[src/rtl/lmt_pkg.sv]
`timescale 1ns / 1ps
// ----------------------------------------------------------------------------
// lmt_pkg: shared types and constants of the lcd mode timing block
// Request and result layouts, operation and mode codes, timing constants.
// ----------------------------------------------------------------------------
package lmt_pkg;

   // timing of one line and its phases
   localparam logic [9:0] LINE_DOTS      = 10'd456;
   localparam logic [9:0] OAM_DOTS       = 10'd80;
   localparam logic [9:0] DOT_MAX        = 10'd1023;
   localparam logic [9:0] EARLY_ZERO_DOT = 10'd4;
   localparam logic [9:0] LCD_ON_DOT     = 10'd4;
   localparam logic [8:0] XFER_BASE      = 9'd252;
   localparam logic [8:0] WIN_EXTRA      = 9'd16;
   localparam logic [7:0] WX_LIMIT       = 8'd166;
   localparam logic [7:0] VBLANK_LINE    = 8'd144;
   localparam logic [7:0] LAST_LINE      = 8'd153;

   // stat and lcdc bit positions
   localparam int STAT_LYC_FLAG = 2;
   localparam int STAT_HBL_EN   = 3;
   localparam int STAT_VBL_EN   = 4;
   localparam int STAT_OAM_EN   = 5;
   localparam int STAT_LYC_EN   = 6;
   localparam int STAT_ONE      = 7;
   localparam int LCDC_WIN_EN   = 5;
   localparam int LCDC_ENABLE   = 7;

   localparam logic [7:0] STAT_WR_MASK   = 8'h78;
   localparam logic [7:0] STAT_KEEP_MASK = 8'h07;
   localparam logic [7:0] STAT_ALL_ONES  = 8'hFF;

   typedef enum logic [1:0] {
      PPU_HBLANK = 2'd0,
      PPU_VBLANK = 2'd1,
      PPU_OAM    = 2'd2,
      PPU_XFER   = 2'd3
   } ppu_state_type;

   typedef enum logic [2:0] {
      OP_TICK    = 3'd0,
      OP_WR_STAT = 3'd1,
      OP_WR_LYC  = 3'd2,
      OP_WR_WY   = 3'd3,
      OP_WR_WX   = 3'd4,
      OP_WR_SCX  = 3'd5,
      OP_WR_LCDC = 3'd6,
      OP_RD_STAT = 3'd7
   } op_type;

   typedef struct packed {
      op_type     op;
      logic [8:0] dots;
      logic [7:0] value;
   } item_type;

   typedef struct packed {
      logic [7:0] line_number;
      logic [1:0] shown_mode;
      logic [7:0] status_read;
      logic       vblank_irq;
      logic       stat_irq;
      logic       vram_locked;
      logic       scan_sprites;
      logic       render_line;
      logic       frame_done;
   } result_type;

   typedef struct packed {
      logic       signal;
      logic       rise;
      logic [7:0] bits;
   } stat_out_type;

endpackage

[src/rtl/lmt_req_if.sv]
`timescale 1ns / 1ps
// ----------------------------------------------------------------------------
// lmt_req_if: request channel
// Valid/ready channel carrying one tick or register access.
// ----------------------------------------------------------------------------
interface lmt_req_if;
   logic       valid;
   logic       ready;
   logic [2:0] mode;
   logic [8:0] dots;
   logic [7:0] value;

   modport source (output valid, output mode, output dots, output value, input ready);
   modport sink (input valid, input mode, input dots, input value, output ready);
endinterface

[src/rtl/lmt_rsp_if.sv]
`timescale 1ns / 1ps
// ----------------------------------------------------------------------------
// lmt_rsp_if: result channel
// Valid/ready channel carrying the status view after one request.
// ----------------------------------------------------------------------------
interface lmt_rsp_if;
   logic       valid;
   logic       ready;
   logic [7:0] line_number;
   logic [1:0] shown_mode;
   logic [7:0] status_read;
   logic       vblank_irq;
   logic       stat_irq;
   logic       vram_locked;
   logic       scan_sprites;
   logic       render_line;
   logic       frame_done;

   modport source (output valid, output line_number, output shown_mode,
                   output status_read, output vblank_irq, output stat_irq,
                   output vram_locked, output scan_sprites, output render_line,
                   output frame_done, input ready);
   modport sink (input valid, input line_number, input shown_mode,
                 input status_read, input vblank_irq, input stat_irq,
                 input vram_locked, input scan_sprites, input render_line,
                 input frame_done, output ready);
endinterface

[src/rtl/lcd_mode_timing_stat_irq.sv]
`timescale 1ns / 1ps
// ----------------------------------------------------------------------------
// lcd_mode_timing_stat_irq: lcd mode timing and stat interrupt core
// Top level joining the request decode queue and the execution side.
// ----------------------------------------------------------------------------
// Every request (dot tick, register write or stat read) gives exactly one
// response, in order. A new request can be accepted every cycle while the
// queue has room: the execution side applies one request per cycle while
// the output register is free or being taken, so the sustained rate is one
// request per clock unless responses stall. An accepted request enters a
// two-entry queue, is executed from its head and its response is held in an
// output register. The queue and the output register let the request side
// keep going while a response waits to be taken. After reset the lcd is off;
// csr_wr_data selects color-model behavior when written.
// ----------------------------------------------------------------------------
module lcd_mode_timing_stat_irq (
   input  logic      clock,
   input  logic      reset,
   input  logic      csr_wr_en,
   input  logic      csr_wr_data,
   lmt_req_if.sink   req_bus,
   lmt_rsp_if.source rsp_bus
);

   logic              q_valid;
   logic              q_pop;
   lmt_pkg::item_type q_item;

   lmt_front u_front (
      .clock   (clock),
      .reset   (reset),
      .req_bus (req_bus),
      .q_valid (q_valid),
      .q_item  (q_item),
      .q_pop   (q_pop)
   );

   lmt_back u_back (
      .clock       (clock),
      .reset       (reset),
      .csr_wr_en   (csr_wr_en),
      .csr_wr_data (csr_wr_data),
      .q_valid     (q_valid),
      .q_item      (q_item),
      .q_pop       (q_pop),
      .rsp_bus     (rsp_bus)
   );

endmodule

[src/rtl/lmt_front.sv]
`timescale 1ns / 1ps
// ----------------------------------------------------------------------------
// lmt_front: request decode and queue
// Classifies each request into an operation and holds it in a two-entry
// queue until the execution side takes it.
// ----------------------------------------------------------------------------
module lmt_front (
   input  logic                clock,
   input  logic                reset,
   lmt_req_if.sink             req_bus,
   output logic                q_valid,
   output lmt_pkg::item_type   q_item,
   input  logic                q_pop
);

   lmt_pkg::item_type q_ff [2];
   lmt_pkg::item_type dec_item;
   logic              wr_ptr_ff, wr_ptr_in;
   logic              rd_ptr_ff, rd_ptr_in;
   logic [1:0]        count_ff, count_in;
   logic              push, pop;

   always_comb begin
      dec_item.dots  = '0;
      dec_item.value = '0;
      case (req_bus.mode)
         lmt_pkg::OP_TICK: begin
            dec_item.op   = lmt_pkg::OP_TICK;
            dec_item.dots = req_bus.dots;
         end
         lmt_pkg::OP_WR_STAT: dec_item.op = lmt_pkg::OP_WR_STAT;
         lmt_pkg::OP_WR_LYC:  dec_item.op = lmt_pkg::OP_WR_LYC;
         lmt_pkg::OP_WR_WY:   dec_item.op = lmt_pkg::OP_WR_WY;
         lmt_pkg::OP_WR_WX:   dec_item.op = lmt_pkg::OP_WR_WX;
         lmt_pkg::OP_WR_SCX:  dec_item.op = lmt_pkg::OP_WR_SCX;
         lmt_pkg::OP_WR_LCDC: dec_item.op = lmt_pkg::OP_WR_LCDC;
         default: dec_item.op = lmt_pkg::OP_RD_STAT;
      endcase
      // only writes carry data
      if (dec_item.op != lmt_pkg::OP_TICK && dec_item.op != lmt_pkg::OP_RD_STAT) begin
         dec_item.value = req_bus.value;
      end
   end

   assign req_bus.ready = (count_ff != 2'd2);
   assign push          = req_bus.valid && req_bus.ready;
   assign q_valid       = (count_ff != 2'd0);
   assign q_item        = q_ff[rd_ptr_ff];
   assign pop           = q_valid && q_pop;

   always_comb begin
      wr_ptr_in = wr_ptr_ff ^ push;
      rd_ptr_in = rd_ptr_ff ^ pop;
      count_in  = count_ff + {1'b0, push} - {1'b0, pop};
   end

   always_ff @(posedge clock) begin
      if (reset) begin
         wr_ptr_ff <= 1'b0;
         rd_ptr_ff <= 1'b0;
         count_ff  <= 2'd0;
      end else begin
         wr_ptr_ff <= wr_ptr_in;
         rd_ptr_ff <= rd_ptr_in;
         count_ff  <= count_in;
      end
   end

   always_ff @(posedge clock) begin
      if (push) begin
         q_ff[wr_ptr_ff] <= dec_item;
      end
   end

`ifndef ASSERT_OFF
   a_count_range: assert property (@(posedge clock) disable iff (reset)
      count_ff != 2'd3)
      else $error("queue count out of range");
   a_ptr_match: assert property (@(posedge clock) disable iff (reset)
      (count_ff == 2'd0 || count_ff == 2'd2) |-> (wr_ptr_ff == rd_ptr_ff))
      else $error("queue pointers disagree with count");
   a_count_step: assert property (@(posedge clock) disable iff (reset)
      (push && !pop) |=> (count_ff == $past(count_ff) + 2'd1))
      else $error("queue count missed a push");
`endif

endmodule

[src/rtl/lmt_back.sv]
`timescale 1ns / 1ps
// ----------------------------------------------------------------------------
// lmt_back: mode timing execution
// Applies one queued request per cycle, unless a result waits untaken, to the
// mode, line and dot state, evaluates the stat irq line, registers the result.
// ----------------------------------------------------------------------------
module lmt_back (
   input  logic                clock,
   input  logic                reset,
   input  logic                csr_wr_en,
   input  logic                csr_wr_data,
   input  logic                q_valid,
   input  lmt_pkg::item_type   q_item,
   output logic                q_pop,
   lmt_rsp_if.source           rsp_bus
);

   function automatic lmt_pkg::stat_out_type stat_eval(
      input logic [7:0]             status,
      input logic [7:0]             cmp,
      input logic [7:0]             shown_ln,
      input logic                   glitch,
      input lmt_pkg::ppu_state_type st,
      input logic                   old_sig
   );
      lmt_pkg::stat_out_type r;
      logic                  hit;
      logic                  lyc_sig;
      logic                  sig;
      logic [7:0]            s;
      hit = (cmp == shown_ln);
      s = status;
      s[lmt_pkg::STAT_LYC_FLAG] = hit;
      lyc_sig = s[lmt_pkg::STAT_LYC_EN] && hit;
      if (glitch) begin
         sig = lyc_sig;
      end else begin
         case (st)
            lmt_pkg::PPU_HBLANK: sig = s[lmt_pkg::STAT_HBL_EN] || lyc_sig;
            lmt_pkg::PPU_VBLANK: sig = s[lmt_pkg::STAT_VBL_EN] || lyc_sig;
            lmt_pkg::PPU_OAM:    sig = s[lmt_pkg::STAT_OAM_EN] || lyc_sig;
            default:             sig = lyc_sig;
         endcase
      end
      r.signal = sig;
      r.rise   = !old_sig && sig;
      r.bits   = s;
      r.bits[lmt_pkg::STAT_ONE] = 1'b1;
      return r;
   endfunction

   lmt_pkg::ppu_state_type state_ff, state_in;
   logic [9:0]             dot_ff, dot_in;
   logic [7:0]             line_ff, line_in;
   logic [8:0]             xfer_end_ff, xfer_end_in;
   logic                   irq_sig_ff, irq_sig_in;
   logic                   early_ff, early_in;
   logic                   glitch_ff, glitch_in;
   logic                   win_hit_ff, win_hit_in;
   logic [7:0]             stat_ff, stat_in;
   logic [7:0]             lyc_ff, lyc_in;
   logic [7:0]             wy_ff, wy_in;
   logic [7:0]             wx_ff, wx_in;
   logic [7:0]             scx_ff, scx_in;
   logic [7:0]             lcdc_ff, lcdc_in;
   logic                   color_ff;
   logic                   out_valid_ff;
   lmt_pkg::result_type    result_ff, result_in;
   logic                   take;

   assign take  = q_valid && (!out_valid_ff || rsp_bus.ready);
   assign q_pop = take;

   always_comb begin
      logic [10:0]           sum;
      logic [9:0]            dc;
      logic [7:0]            ln;
      logic [8:0]            tlen;
      logic [7:0]            upd_status;
      logic                  upd_glitch;
      logic                  do_upd;
      logic                  win;
      logic                  pulse;
      logic                  vb;
      logic                  scan;
      logic                  render;
      logic                  frame;
      lmt_pkg::stat_out_type su;
      lmt_pkg::stat_out_type su0;

      state_in    = state_ff;
      dot_in      = dot_ff;
      line_in     = line_ff;
      xfer_end_in = xfer_end_ff;
      irq_sig_in  = irq_sig_ff;
      early_in    = early_ff;
      glitch_in   = glitch_ff;
      win_hit_in  = win_hit_ff;
      stat_in     = stat_ff;
      lyc_in      = lyc_ff;
      wy_in       = wy_ff;
      wx_in       = wx_ff;
      scx_in      = scx_ff;
      lcdc_in     = lcdc_ff;
      sum         = {1'b0, dot_ff} + {2'b00, q_item.dots};
      dc          = sum[10] ? lmt_pkg::DOT_MAX : sum[9:0];
      ln          = line_ff + 8'd1;
      tlen        = lmt_pkg::XFER_BASE + {6'd0, scx_ff[2:0]};
      upd_status  = stat_ff;
      upd_glitch  = glitch_ff;
      do_upd      = 1'b0;
      win         = 1'b0;
      pulse       = 1'b0;
      vb          = 1'b0;
      scan        = 1'b0;
      render      = 1'b0;
      frame       = 1'b0;
      su          = '0;
      su0         = '0;

      case (q_item.op)
         lmt_pkg::OP_TICK: begin
            if (lcdc_ff[lmt_pkg::LCDC_ENABLE]) begin
               dot_in = dc;
               case (state_ff)
                  lmt_pkg::PPU_HBLANK: begin
                     if (dc >= lmt_pkg::LINE_DOTS) begin
                        dot_in  = dc - lmt_pkg::LINE_DOTS;
                        line_in = ln;
                        do_upd  = 1'b1;
                        if (ln == lmt_pkg::VBLANK_LINE) begin
                           state_in   = lmt_pkg::PPU_VBLANK;
                           frame      = 1'b1;
                           vb         = 1'b1;
                           win_hit_in = 1'b0;
                           // oam-enable also fires on vblank entry
                           if (stat_ff[lmt_pkg::STAT_OAM_EN] && !irq_sig_ff) begin
                              pulse      = 1'b1;
                              irq_sig_in = 1'b1;
                           end
                        end else begin
                           state_in = lmt_pkg::PPU_OAM;
                        end
                     end
                  end
                  lmt_pkg::PPU_VBLANK: begin
                     if (dc >= lmt_pkg::LINE_DOTS) begin
                        dot_in  = dc - lmt_pkg::LINE_DOTS;
                        line_in = ln;
                        do_upd  = 1'b1;
                        if (ln > lmt_pkg::LAST_LINE) begin
                           line_in  = 8'd0;
                           state_in = lmt_pkg::PPU_OAM;
                           early_in = 1'b0;
                        end
                     end else if (line_ff == lmt_pkg::LAST_LINE && !early_ff &&
                                  dc >= lmt_pkg::EARLY_ZERO_DOT) begin
                        early_in = 1'b1;
                        do_upd   = 1'b1;
                     end
                  end
                  lmt_pkg::PPU_OAM: begin
                     if (dc >= lmt_pkg::OAM_DOTS) begin
                        glitch_in  = 1'b0;
                        upd_glitch = 1'b0;
                        win_hit_in = win_hit_ff || (line_ff == wy_ff);
                        win = (wx_ff <= lmt_pkg::WX_LIMIT) && win_hit_in &&
                              lcdc_ff[lmt_pkg::LCDC_WIN_EN];
                        if (win && scx_ff != 8'd0) begin
                           tlen = tlen + lmt_pkg::WIN_EXTRA;
                        end
                        xfer_end_in = tlen;
                        state_in    = lmt_pkg::PPU_XFER;
                        scan        = 1'b1;
                        do_upd      = 1'b1;
                     end
                  end
                  default: begin
                     if (dc >= {1'b0, xfer_end_ff}) begin
                        render   = 1'b1;
                        state_in = lmt_pkg::PPU_HBLANK;
                        do_upd   = 1'b1;
                     end
                  end
               endcase
            end
         end
         lmt_pkg::OP_WR_STAT: begin
            stat_in = (q_item.value & lmt_pkg::STAT_WR_MASK) |
                      (stat_ff & lmt_pkg::STAT_KEEP_MASK);
            stat_in[lmt_pkg::STAT_ONE] = 1'b1;
            upd_status = stat_in;
            do_upd     = 1'b1;
            // write glitch: a pass with every enable set comes first
            if (!color_ff && lcdc_ff[lmt_pkg::LCDC_ENABLE]) begin
               su0 = stat_eval(lmt_pkg::STAT_ALL_ONES, lyc_ff,
                               early_ff ? 8'd0 : line_ff, glitch_ff, state_ff,
                               irq_sig_ff);
               irq_sig_in = su0.signal;
               pulse      = su0.rise;
            end
         end
         lmt_pkg::OP_WR_LYC: begin
            lyc_in = q_item.value;
            do_upd = 1'b1;
         end
         lmt_pkg::OP_WR_WY:  wy_in  = q_item.value;
         lmt_pkg::OP_WR_WX:  wx_in  = q_item.value;
         lmt_pkg::OP_WR_SCX: scx_in = q_item.value;
         lmt_pkg::OP_WR_LCDC: begin
            lcdc_in = q_item.value;
            if (lcdc_ff[lmt_pkg::LCDC_ENABLE] && !q_item.value[lmt_pkg::LCDC_ENABLE]) begin
               state_in   = lmt_pkg::PPU_HBLANK;
               early_in   = 1'b0;
               win_hit_in = 1'b0;
               dot_in     = 10'd0;
               line_in    = 8'd0;
            end else if (!lcdc_ff[lmt_pkg::LCDC_ENABLE] &&
                         q_item.value[lmt_pkg::LCDC_ENABLE]) begin
               // stat pass sees the old glitch flag
               state_in  = lmt_pkg::PPU_OAM;
               do_upd    = 1'b1;
               glitch_in = 1'b1;
               dot_in    = lmt_pkg::LCD_ON_DOT;
            end
         end
         default: begin
         end
      endcase

      if (do_upd && lcdc_in[lmt_pkg::LCDC_ENABLE]) begin
         su = stat_eval(upd_status, lyc_in, early_in ? 8'd0 : line_in, upd_glitch,
                        state_in, irq_sig_in);
         irq_sig_in = su.signal;
         pulse      = pulse || su.rise;
         stat_in    = su.bits;
      end

      result_in.line_number  = early_in ? 8'd0 : line_in;
      result_in.shown_mode   = glitch_in ? lmt_pkg::PPU_HBLANK : state_in;
      result_in.status_read  = {stat_in[7:2], result_in.shown_mode};
      result_in.vblank_irq   = vb;
      result_in.stat_irq     = pulse;
      result_in.vram_locked  = (state_in == lmt_pkg::PPU_XFER);
      result_in.scan_sprites = scan;
      result_in.render_line  = render;
      result_in.frame_done   = frame;
   end

   always_ff @(posedge clock) begin
      if (reset) begin
         state_ff     <= lmt_pkg::PPU_OAM;
         dot_ff       <= '0;
         line_ff      <= '0;
         xfer_end_ff  <= '0;
         irq_sig_ff   <= 1'b0;
         early_ff     <= 1'b0;
         glitch_ff    <= 1'b0;
         win_hit_ff   <= 1'b0;
         stat_ff      <= '0;
         lyc_ff       <= '0;
         wy_ff        <= '0;
         wx_ff        <= '0;
         scx_ff       <= '0;
         lcdc_ff      <= '0;
         color_ff     <= 1'b0;
         out_valid_ff <= 1'b0;
      end else begin
         if (csr_wr_en) begin
            color_ff <= csr_wr_data;
         end
         if (take) begin
            state_ff     <= state_in;
            dot_ff       <= dot_in;
            line_ff      <= line_in;
            xfer_end_ff  <= xfer_end_in;
            irq_sig_ff   <= irq_sig_in;
            early_ff     <= early_in;
            glitch_ff    <= glitch_in;
            win_hit_ff   <= win_hit_in;
            stat_ff      <= stat_in;
            lyc_ff       <= lyc_in;
            wy_ff        <= wy_in;
            wx_ff        <= wx_in;
            scx_ff       <= scx_in;
            lcdc_ff      <= lcdc_in;
            out_valid_ff <= 1'b1;
         end else if (rsp_bus.ready) begin
            out_valid_ff <= 1'b0;
         end
      end
   end

   always_ff @(posedge clock) begin
      if (take) begin
         result_ff <= result_in;
      end
   end

   assign rsp_bus.valid        = out_valid_ff;
   assign rsp_bus.line_number  = result_ff.line_number;
   assign rsp_bus.shown_mode   = result_ff.shown_mode;
   assign rsp_bus.status_read  = result_ff.status_read;
   assign rsp_bus.vblank_irq   = result_ff.vblank_irq;
   assign rsp_bus.stat_irq     = result_ff.stat_irq;
   assign rsp_bus.vram_locked  = result_ff.vram_locked;
   assign rsp_bus.scan_sprites = result_ff.scan_sprites;
   assign rsp_bus.render_line  = result_ff.render_line;
   assign rsp_bus.frame_done   = result_ff.frame_done;

`ifndef ASSERT_OFF
   a_scan_locks: assert property (@(posedge clock) disable iff (reset)
      (out_valid_ff && result_ff.scan_sprites) |-> result_ff.vram_locked)
      else $error("sprite scan strobe outside transfer");
   a_render_unlocks: assert property (@(posedge clock) disable iff (reset)
      (out_valid_ff && result_ff.render_line) |-> !result_ff.vram_locked)
      else $error("render strobe while still in transfer");
   a_frame_line: assert property (@(posedge clock) disable iff (reset)
      (out_valid_ff && result_ff.frame_done) |->
      (result_ff.vblank_irq && result_ff.line_number == lmt_pkg::VBLANK_LINE))
      else $error("frame strobe away from vblank entry");
   a_visible_lines: assert property (@(posedge clock) disable iff (reset)
      (state_ff != lmt_pkg::PPU_VBLANK) |-> (line_ff < lmt_pkg::VBLANK_LINE))
      else $error("visible mode on a vblank line");
`endif

endmodule
[src/flat_wrapper.sv]
// flat-port wrapper written by rule: the top's interface ports become plain ports
module lcd_mode_timing_stat_irq_flat 
  (clock, reset, csr_wr_en, csr_wr_data, req_bus_valid, req_bus_mode, req_bus_dots, req_bus_value, req_bus_ready, rsp_bus_valid, rsp_bus_line_number, rsp_bus_shown_mode, rsp_bus_status_read, rsp_bus_vblank_irq, rsp_bus_stat_irq, rsp_bus_vram_locked, rsp_bus_scan_sprites, rsp_bus_render_line, rsp_bus_frame_done, rsp_bus_ready);
  lmt_req_if req_bus_i ();
  lmt_rsp_if rsp_bus_i ();
  input  logic clock;
  input  logic reset;
  input  logic csr_wr_en;
  input  logic csr_wr_data;
  input wire logic [$bits(req_bus_i.valid)-1:0] req_bus_valid;
  input wire logic [$bits(req_bus_i.mode)-1:0] req_bus_mode;
  input wire logic [$bits(req_bus_i.dots)-1:0] req_bus_dots;
  input wire logic [$bits(req_bus_i.value)-1:0] req_bus_value;
  output wire logic [$bits(req_bus_i.ready)-1:0] req_bus_ready;
  output wire logic [$bits(rsp_bus_i.valid)-1:0] rsp_bus_valid;
  output wire logic [$bits(rsp_bus_i.line_number)-1:0] rsp_bus_line_number;
  output wire logic [$bits(rsp_bus_i.shown_mode)-1:0] rsp_bus_shown_mode;
  output wire logic [$bits(rsp_bus_i.status_read)-1:0] rsp_bus_status_read;
  output wire logic [$bits(rsp_bus_i.vblank_irq)-1:0] rsp_bus_vblank_irq;
  output wire logic [$bits(rsp_bus_i.stat_irq)-1:0] rsp_bus_stat_irq;
  output wire logic [$bits(rsp_bus_i.vram_locked)-1:0] rsp_bus_vram_locked;
  output wire logic [$bits(rsp_bus_i.scan_sprites)-1:0] rsp_bus_scan_sprites;
  output wire logic [$bits(rsp_bus_i.render_line)-1:0] rsp_bus_render_line;
  output wire logic [$bits(rsp_bus_i.frame_done)-1:0] rsp_bus_frame_done;
  input wire logic [$bits(rsp_bus_i.ready)-1:0] rsp_bus_ready;
  assign req_bus_i.valid = req_bus_valid;
  assign req_bus_i.mode = req_bus_mode;
  assign req_bus_i.dots = req_bus_dots;
  assign req_bus_i.value = req_bus_value;
  assign req_bus_ready = req_bus_i.ready;
  assign rsp_bus_valid = rsp_bus_i.valid;
  assign rsp_bus_line_number = rsp_bus_i.line_number;
  assign rsp_bus_shown_mode = rsp_bus_i.shown_mode;
  assign rsp_bus_status_read = rsp_bus_i.status_read;
  assign rsp_bus_vblank_irq = rsp_bus_i.vblank_irq;
  assign rsp_bus_stat_irq = rsp_bus_i.stat_irq;
  assign rsp_bus_vram_locked = rsp_bus_i.vram_locked;
  assign rsp_bus_scan_sprites = rsp_bus_i.scan_sprites;
  assign rsp_bus_render_line = rsp_bus_i.render_line;
  assign rsp_bus_frame_done = rsp_bus_i.frame_done;
  assign rsp_bus_i.ready = rsp_bus_ready;
  lcd_mode_timing_stat_irq u_core (.clock(clock), .reset(reset), .csr_wr_en(csr_wr_en), .csr_wr_data(csr_wr_data), .req_bus(req_bus_i), .rsp_bus(rsp_bus_i));
endmodule
[config.mk]
export PLATFORM = sky130hd
export DESIGN_NAME = lcd_mode_timing_stat_irq_flat
export DESIGN_NICKNAME = d
export VERILOG_FILES = /design/src/rtl/lmt_pkg.sv /design/src/rtl/lmt_req_if.sv /design/src/rtl/lmt_rsp_if.sv /design/src/rtl/lcd_mode_timing_stat_irq.sv /design/src/rtl/lmt_front.sv /design/src/rtl/lmt_back.sv /design/src/flat_wrapper.sv
export SDC_FILE = /design/constraint.sdc
export NUM_CORES = 1
export LEC_CHECK = 0
export BUFFER_PORTS_ARGS = -buffer_cell sky130_fd_sc_hd__buf_2
export CAP_MARGIN = 20
export CORE_AREA = 2 2 117 119
export DETAILED_ROUTE_END_ITERATION = 8
export DIE_AREA = 0 0 119 121
export GPL_TIMING_DRIVEN = 0
export PLACE_DENSITY = 0.85
export SKIP_CTS_REPAIR_TIMING = 1
export SYNTH_ARGS = -nofsm -noshare
export SYNTH_HDL_FRONTEND = slang
export SYNTH_SLANG_ARGS = --single-unit
export TNS_END_PERCENT = 50
[constraint.sdc]
create_clock -name clock -period 7 [get_ports clock]
set_input_delay 0.7 -clock clock [delete_from_list [all_inputs] [get_ports clock]]
set_output_delay 0.7 -clock clock [all_outputs]
set_load 0.02 [all_outputs]
==> impl_results.md, run 1 <==
- Status: complete, no violations
- Sw frac: between 30 and 40%
- Diode count: 0
- WL met3: around 1.6 mm
- Actual slew at the worst max-slew pin: between 1 and 1.5 ns
- Synth top area share: a little under a quarter
- CP top delay family: compound AO/OA/AOI/OAI gates
- Slew Limit Fails: 0
- Largest area contributor in the netlist: edfxtp_1
- Crit Path Max Fanout: 19
- Worst-Skew Late Latency: ~0.43 ns
- Max Root-Sink Buffers: 2
- CP Buf/Inv Count: 6
- Post-layout min period: 6.04 ns
- Routed wire per std cell: 18.1 um
- Min-delay src: u_core.u_back.stat_ff[3]
- Most common cell after layout, fill and taps aside: nor2_1
- PwrDens: 364 nW/um2
- PortBufs: 50
- Vias: 7,024
- Reg clk slew, reported paths: ~0.060 ns
- CTS tree: yes
- Yosys cell types: 83
- Largest net degree at the start of global routing: 32
- NumNets Final: between 1,000 and 1,500
- Worst Skew: between 0.009 and 0.01 ns
- M1 WL: about 8.5 mm
- Ys Warns: 0
- Xor/xnor share of the synthesized area: 2.87%
- DIE AREA: 14,400 um2
- Initial core utilization: between 60% and 70%
- Final setup violation count: 0
- Fin crit share: between 80% and 90%
- Crit path from: u_core.u_front.rd_ptr_ff
- Post-DP HPWL: ~14 mm
- Leak pwr: around 0.0035 uW
- Gr ovfl total: 0
- Final Util: between 60% and 70%
- Ys async rst share: 0%
- Vias/cell: just over 6
- Post-Syn Instances: approximately 870
- Vias in the first global route: roughly 6,600
- Average instance area after synthesis: 9.08 um2
- CTS Buf Count: 17
- Crit Path Class: register to register
- Synth-to-layout area growth: 13.2%
- Portion of netlist area occupied by mux cells: 3.74%
- Max-cap viol count: 0
- Die Y: between 100 and 150 um
- H-tree depth: 4
- Maximum vdd drop: ~270 uV
- Setup TNS: 0 ns
- Share of layout cells above drive strength 1: about 14%
- Max-slew headroom: a little under a quarter
- Row count: 42
- Placed inst area: between 8000 and 9000 um2
- Post-synth EDFFs: 61
- Slowest-stage cell, CP: or4_1
- Largest family of logic cells by synthesized area: simple AND/OR/NAND/NOR gates
- Total track usage: between 20% and 30%
- Clock group share of total power: 27.0%
- CP Data Required Time: 7.26 ns
- Seq cells post-synth: ~140
- Finished Cell Area: about 9000 um2
- Main synth FF type: dfxtp_1
- Crit path DAT: between 6 and 7 ns
- Iter 0 DRT Violations: slightly above 800
- RSZ-0062 raised after global routing: no
- Routed Antenna Nets: 0
- Post-Synth Adder-Cell Area: 6.57%
- Ports: 52
- CP peak stage delay: between 0.4 and 0.5 ns
- Die width: 119 um
- Hold WC Path Type: register to register
- Seq pwr share: 33.3%
- Most frequent cells in the layout: nor2_1, dfxtp_1, nand2_1
- Combinational power share: between 30 and 40%
- Synth Area in Compound Gates: 19.4%
- Initial antenna violation count: 0
- Power Internal: around 2000 uW
- Hold Vio Cnt, Final: 0
- Register area share after synthesis: between 40% and 50%
- Syn Std Cell Area: 7930 um2
- Pwr Total: around 3300 uW
- CTS Sinks: approximately 140
- Sw Pwr: 1300 uW
- CTS root buffer: clkbuf_16
- Synth Area in Simple Gates: between 20% and 30%
- Total wire length: 20.5 mm
- Post-placement setup slack: roughly 0.64 ns
- Reg2reg start: u_core.u_front.rd_ptr_ff
- Maximum clock rate: between 0.15 and 0.2 GHz
- CP Capture Type: register
- Crit-path most repeated cell: a21oi_1
- Top cells by area, synth: edfxtp_1, dfxtp_1, ha_1, nor2_1, nand2_1
- Fin worst setup slack: between 0.9 and 1 ns
- Routed wl met2: 9.80 mm
- Worst setup SP type: register
- Post-synth net total: 940
- First-pass GRT wire length: about 33 mm
- Top Metal Used: met4
- Drc violations: 0
- Length of the first detailed-routing pass in iterations: 5
- Total core area: between 10,000 and 15,000 um2
- Final GP Congestion: roughly 0.96
-- through the flow --
stage / instances / hold slack, ns
2_1_floorplan: 873 / 0.436
3_5_place_dp: 1099 / 0.450
4_1_cts: 1131 / 0.459
3_3_place_gp: 1099 / 0.443
5_1_grt: 1130 / 0.471
6_report: 1130 / 0.463
-- tightest hold or removal path: stages, from the launching register on --
cell,delay (ns)
dfxtp_1,0.31
nand2_1,0.05
a21oi_1,0.06
-- worst paths after layout --
check | end | depth (start not counted) | slack, ns
min | u_core.u_back.stat_ff[3] | 2 | 0.46
max reg2reg | u_core.u_back.rsp_bus.stat_irq | 29 | 0.96
max | u_core.u_back.rsp_bus.stat_irq | 29 | 0.96
min reg2reg | u_core.u_back.stat_ff[3] | 2 | 0.46
-- cells in the mapped netlist, drive strengths merged (11+ instances only) --
master and count:
and2 23, inv 35, nand2 76, nand3 14, xor2 14, nor3 19
a21oi 60, dfxtp 76, a211oi 38, xnor2 12, buf 22, mux2i 18
edfxtp 61, nor4 11, clkbuf 29, ha 40, nor2 126, and3 12
o21ai 41
-- metal layers --
metal,up-vias,global-route usage (%)
met2,331,49.2
met1,3323,37.0
met5,-,0
met3,49,4.93
met4,0,12.3
li1,3321,-
-- cell type report --
| cell class | instances | area [um2] |
|---|---|---|
| plain buffers | 50 | 248 |
| clock buffers | 18 | 429 |
| clock inverters | 14 | 151 |
| fillers | 1030 | 4110 |
| inverters | 35 | 131 |
| multi-input cells | 650 | 4190 |
| flip-flops and latches | 137 | 3350 |
| well taps | 176 | 220 |
| repair buffers | 50 | 250 |
-- power by group through the flow --
stage	Clock (uW)	Sequential, uW	Combinational [uW]
2_1_floorplan	0	1150	863
3_3_place_gp	0	1100	1230
3_5_place_dp	0	1100	1250
4_1_cts	888	1090	1270
5_1_grt	922	1100	1410
6_report	883	1090	1300
-- kinds of logic (layout without fill, tap and decap cells) --
family,count (synthesis),after routing
compound gates,222,222
flops,137,137
simple gates,333,333
xor+xnor,26,26
buf+inv,86,167
fa+ha+maj,41,41
mux,28,28
-- state kept, by name (all words and copies together) (netlist names), 6 cells and up --
signal	count
u_core.u_front.q_ff	40
u_core.u_back.dot_ff	10
u_core.u_back.line_ff	8
u_core.u_back.lyc_ff	8
u_core.u_back.rsp_bus.line_number	8
u_core.u_back.scx_ff	8
u_core.u_back.wx_ff	8
u_core.u_back.wy_ff	8
u_core.u_back.rsp_bus.status_read	7
u_core.u_back.stat_ff	6
u_core.u_back.xfer_end_ff	6
No activity file was read; power rests on OpenSTA's default activity.
==> inputs of run 2 (changes only) <==
Settings changed: BUFFER_PORTS_ARGS -buffer_cell sky130_fd_sc_hd__buf_2 to not set, CORE_AREA 2 2 117 119 to 2 2 115 117, DIE_AREA 0 0 119 121 to 0 0 117 119, DONT_BUFFER_PORTS set to 1, PLACE_DENSITY 0.85 to 0.84.
==> impl_results.md, run 2 (synthesis gave the netlist of run 1 again) <==
- Largest net degree at the start of global routing: 32
- Worst setup SP type: register
- Hold WC Path Type: register to register
- Hold slack: 0.458 ns
- Max reg flops: 40
- Maximum clock rate: ~0.16 GHz
- CTS root buffer: clkbuf_16
- Crit path DAT: between 6 and 7 ns
- Finished Cell Area: around 8800 um2
- Vias/cell: about 6.3
- Worst-Skew Late Latency: approximately 0.43 ns
- CP Capture Type: register
- CTS Buf Count: 17
- H-tree depth: 4
- RSZ-0062 raised after global routing: no
- PwrDens: between 300 and 400 nW/um2
- Total core area: 12,900 um2
- Actual slew at the worst max-slew pin: 1.14 ns
- First-pass GRT wire length: 31.9 mm
- Leak pwr: between 0.003 and 0.004 uW
- Diode count: 0
- Slew Limit Fails: 0
- Fin crit share: 87.2%
- Synth-to-layout area growth: 10.5%
- Pwr Total: between 3000 and 4000 uW
- Biggest register: u_core.u_front.q_ff
- CTS Sinks: between 100 and 150
- Row count: between 40 and 50
- Routed Antenna Nets: 0
- Gr ovfl total: 0
- Slowest-stage cell, CP: or4_1
- Placed inst area: around 8100 um2
- Initial core utilization: 61.6%
- Vias in the first global route: between 6,000 and 7,000
- CP peak stage delay: around 0.47 ns
- Post-DP HPWL: 14.3 mm
- CTS tree: yes
- PortBufs: 0
- Share of layout cells above drive strength 1: a little under a tenth
- Crit Path Class: register to register
- Ports: between 50 and 60
- Hold Vio Cnt, Final: 0
- Most common cell after layout, fill and taps aside: nor2_1
- Setup TNS: 0 ns
- Max Root-Sink Buffers: 2
- CP Data Required Time: approximately 7.3 ns
- Worst Skew: 0.00789 ns
- Die Y: 119 um
- Length of the first detailed-routing pass in iterations: 5
- Max-slew headroom: about a quarter
- Drc violations: 0
- Final setup violation count: 0
- Total wire length: about 20 mm
- NumNets Final: approximately 960
- Reg clk slew, reported paths: approximately 0.06 ns
- Total track usage: about 30%
- Final GP Congestion: approximately 0.96
- Iter 0 DRT Violations: ~670
- Vias: 6,808
- Most frequent cells in the layout: nor2_1, dfxtp_1, nand2_1
- Status: complete, no violations
- Maximum vdd drop: 355 uV
- Max-cap viol count: 0
- Crit Path Max Fanout: 19
- DIE AREA: 13,900 um2
- Post-layout min period: slightly above 6 ns
- Routed wire per std cell: about 19 um
- Crit-path most repeated cell: a21oi_1
- Largest regs: u_core.u_front.q_ff: 40 flops, u_core.u_back.dot_ff: 10 flops
- Die width: 117 um
- Initial antenna violation count: 0
-- run 2: cell count changes in the layout (fill, tap and decap cells not counted) --
cell        before  now
inv_8            4    1
buf_2           58    9
clkinv_4         2    3
bufinv_16        1    3
clkbuf_8         0    1
clkinvlp_4       2    1
inv_6            5    2
clkinv_2         0    3
-- run 2: report_power, final --
part / leakage, uW / switching, uW / total, uW / internal [uW]
Sequential: 0.00121 / 152 / 1160 / 1010
Clock: 0.000300 / 351 / 924 / 573
Combinational: 0.00177 / 761 / 1170 / 412
Total: 0.00327 / 1260 / 3260 / 2000
-- run 2: final cells by class --
type | count | area (um2)
multi-input cells | 650 | 4190
inverters | 35 | 131
well taps | 176 | 220
clock buffers | 19 | 443
clock inverters | 13 | 168
repair buffers | 1 | 5.00
flip-flops and latches | 137 | 3350
plain buffers | 50 | 248
fillers | 1001 | 4120
-- run 2: worst paths after layout --
path	startpoint	endpoint	slack (ns)	cells past startpoint
setup / recovery	u_core.u_front.rd_ptr_ff	u_core.u_back.rsp_bus.stat_irq	0.90	27
hold / removal	u_core.u_back.stat_ff[6]	u_core.u_back.stat_ff[6]	0.46	2
setup reg to reg	u_core.u_front.rd_ptr_ff	u_core.u_back.rsp_bus.stat_irq	0.90	27
hold reg to reg	u_core.u_back.stat_ff[6]	u_core.u_back.stat_ff[6]	0.46	2
-- run 2: worst max-delay path, delay by kind of cell (launching register included) --
kind | cells | cell delay [ns]
AO/OA/AOI/OAI | 11 | 1.99
AND/OR/NAND/NOR | 7 | 1.56
adder cells (fa/ha/maj) | 4 | 1.21
buffers and inverters | 4 | 0.63
flip-flops | 1 | 0.30
multiplexers | 1 | 0.21
-- run 2: metrics by stage --
| step | cells | worst slack, ns | utilization, % |
|---|---|---|---|
| floorplan | 873 | 1.45 | - |
| global placement | 1049 | 0.640 | 63.3 |
| detailed placement | 1049 | 0.535 | 63.3 |
| CTS | 1081 | 0.426 | 68.0 |
| global route | 1081 | 0.506 | 68.0 |
| finish | 1081 | 0.898 | 68.0 |
-- run 2: routing by layer --
metal / vias up / share of wire [%] / GRT usage, %
met5: - / 0 / 0
met4: 0 / 3.7 / 13.8
met3: 65 / 7.1 / 5.14
met2: 307 / 47 / 47.4
met1: 3214 / 42 / 39.7
li1: 3222 / - / -
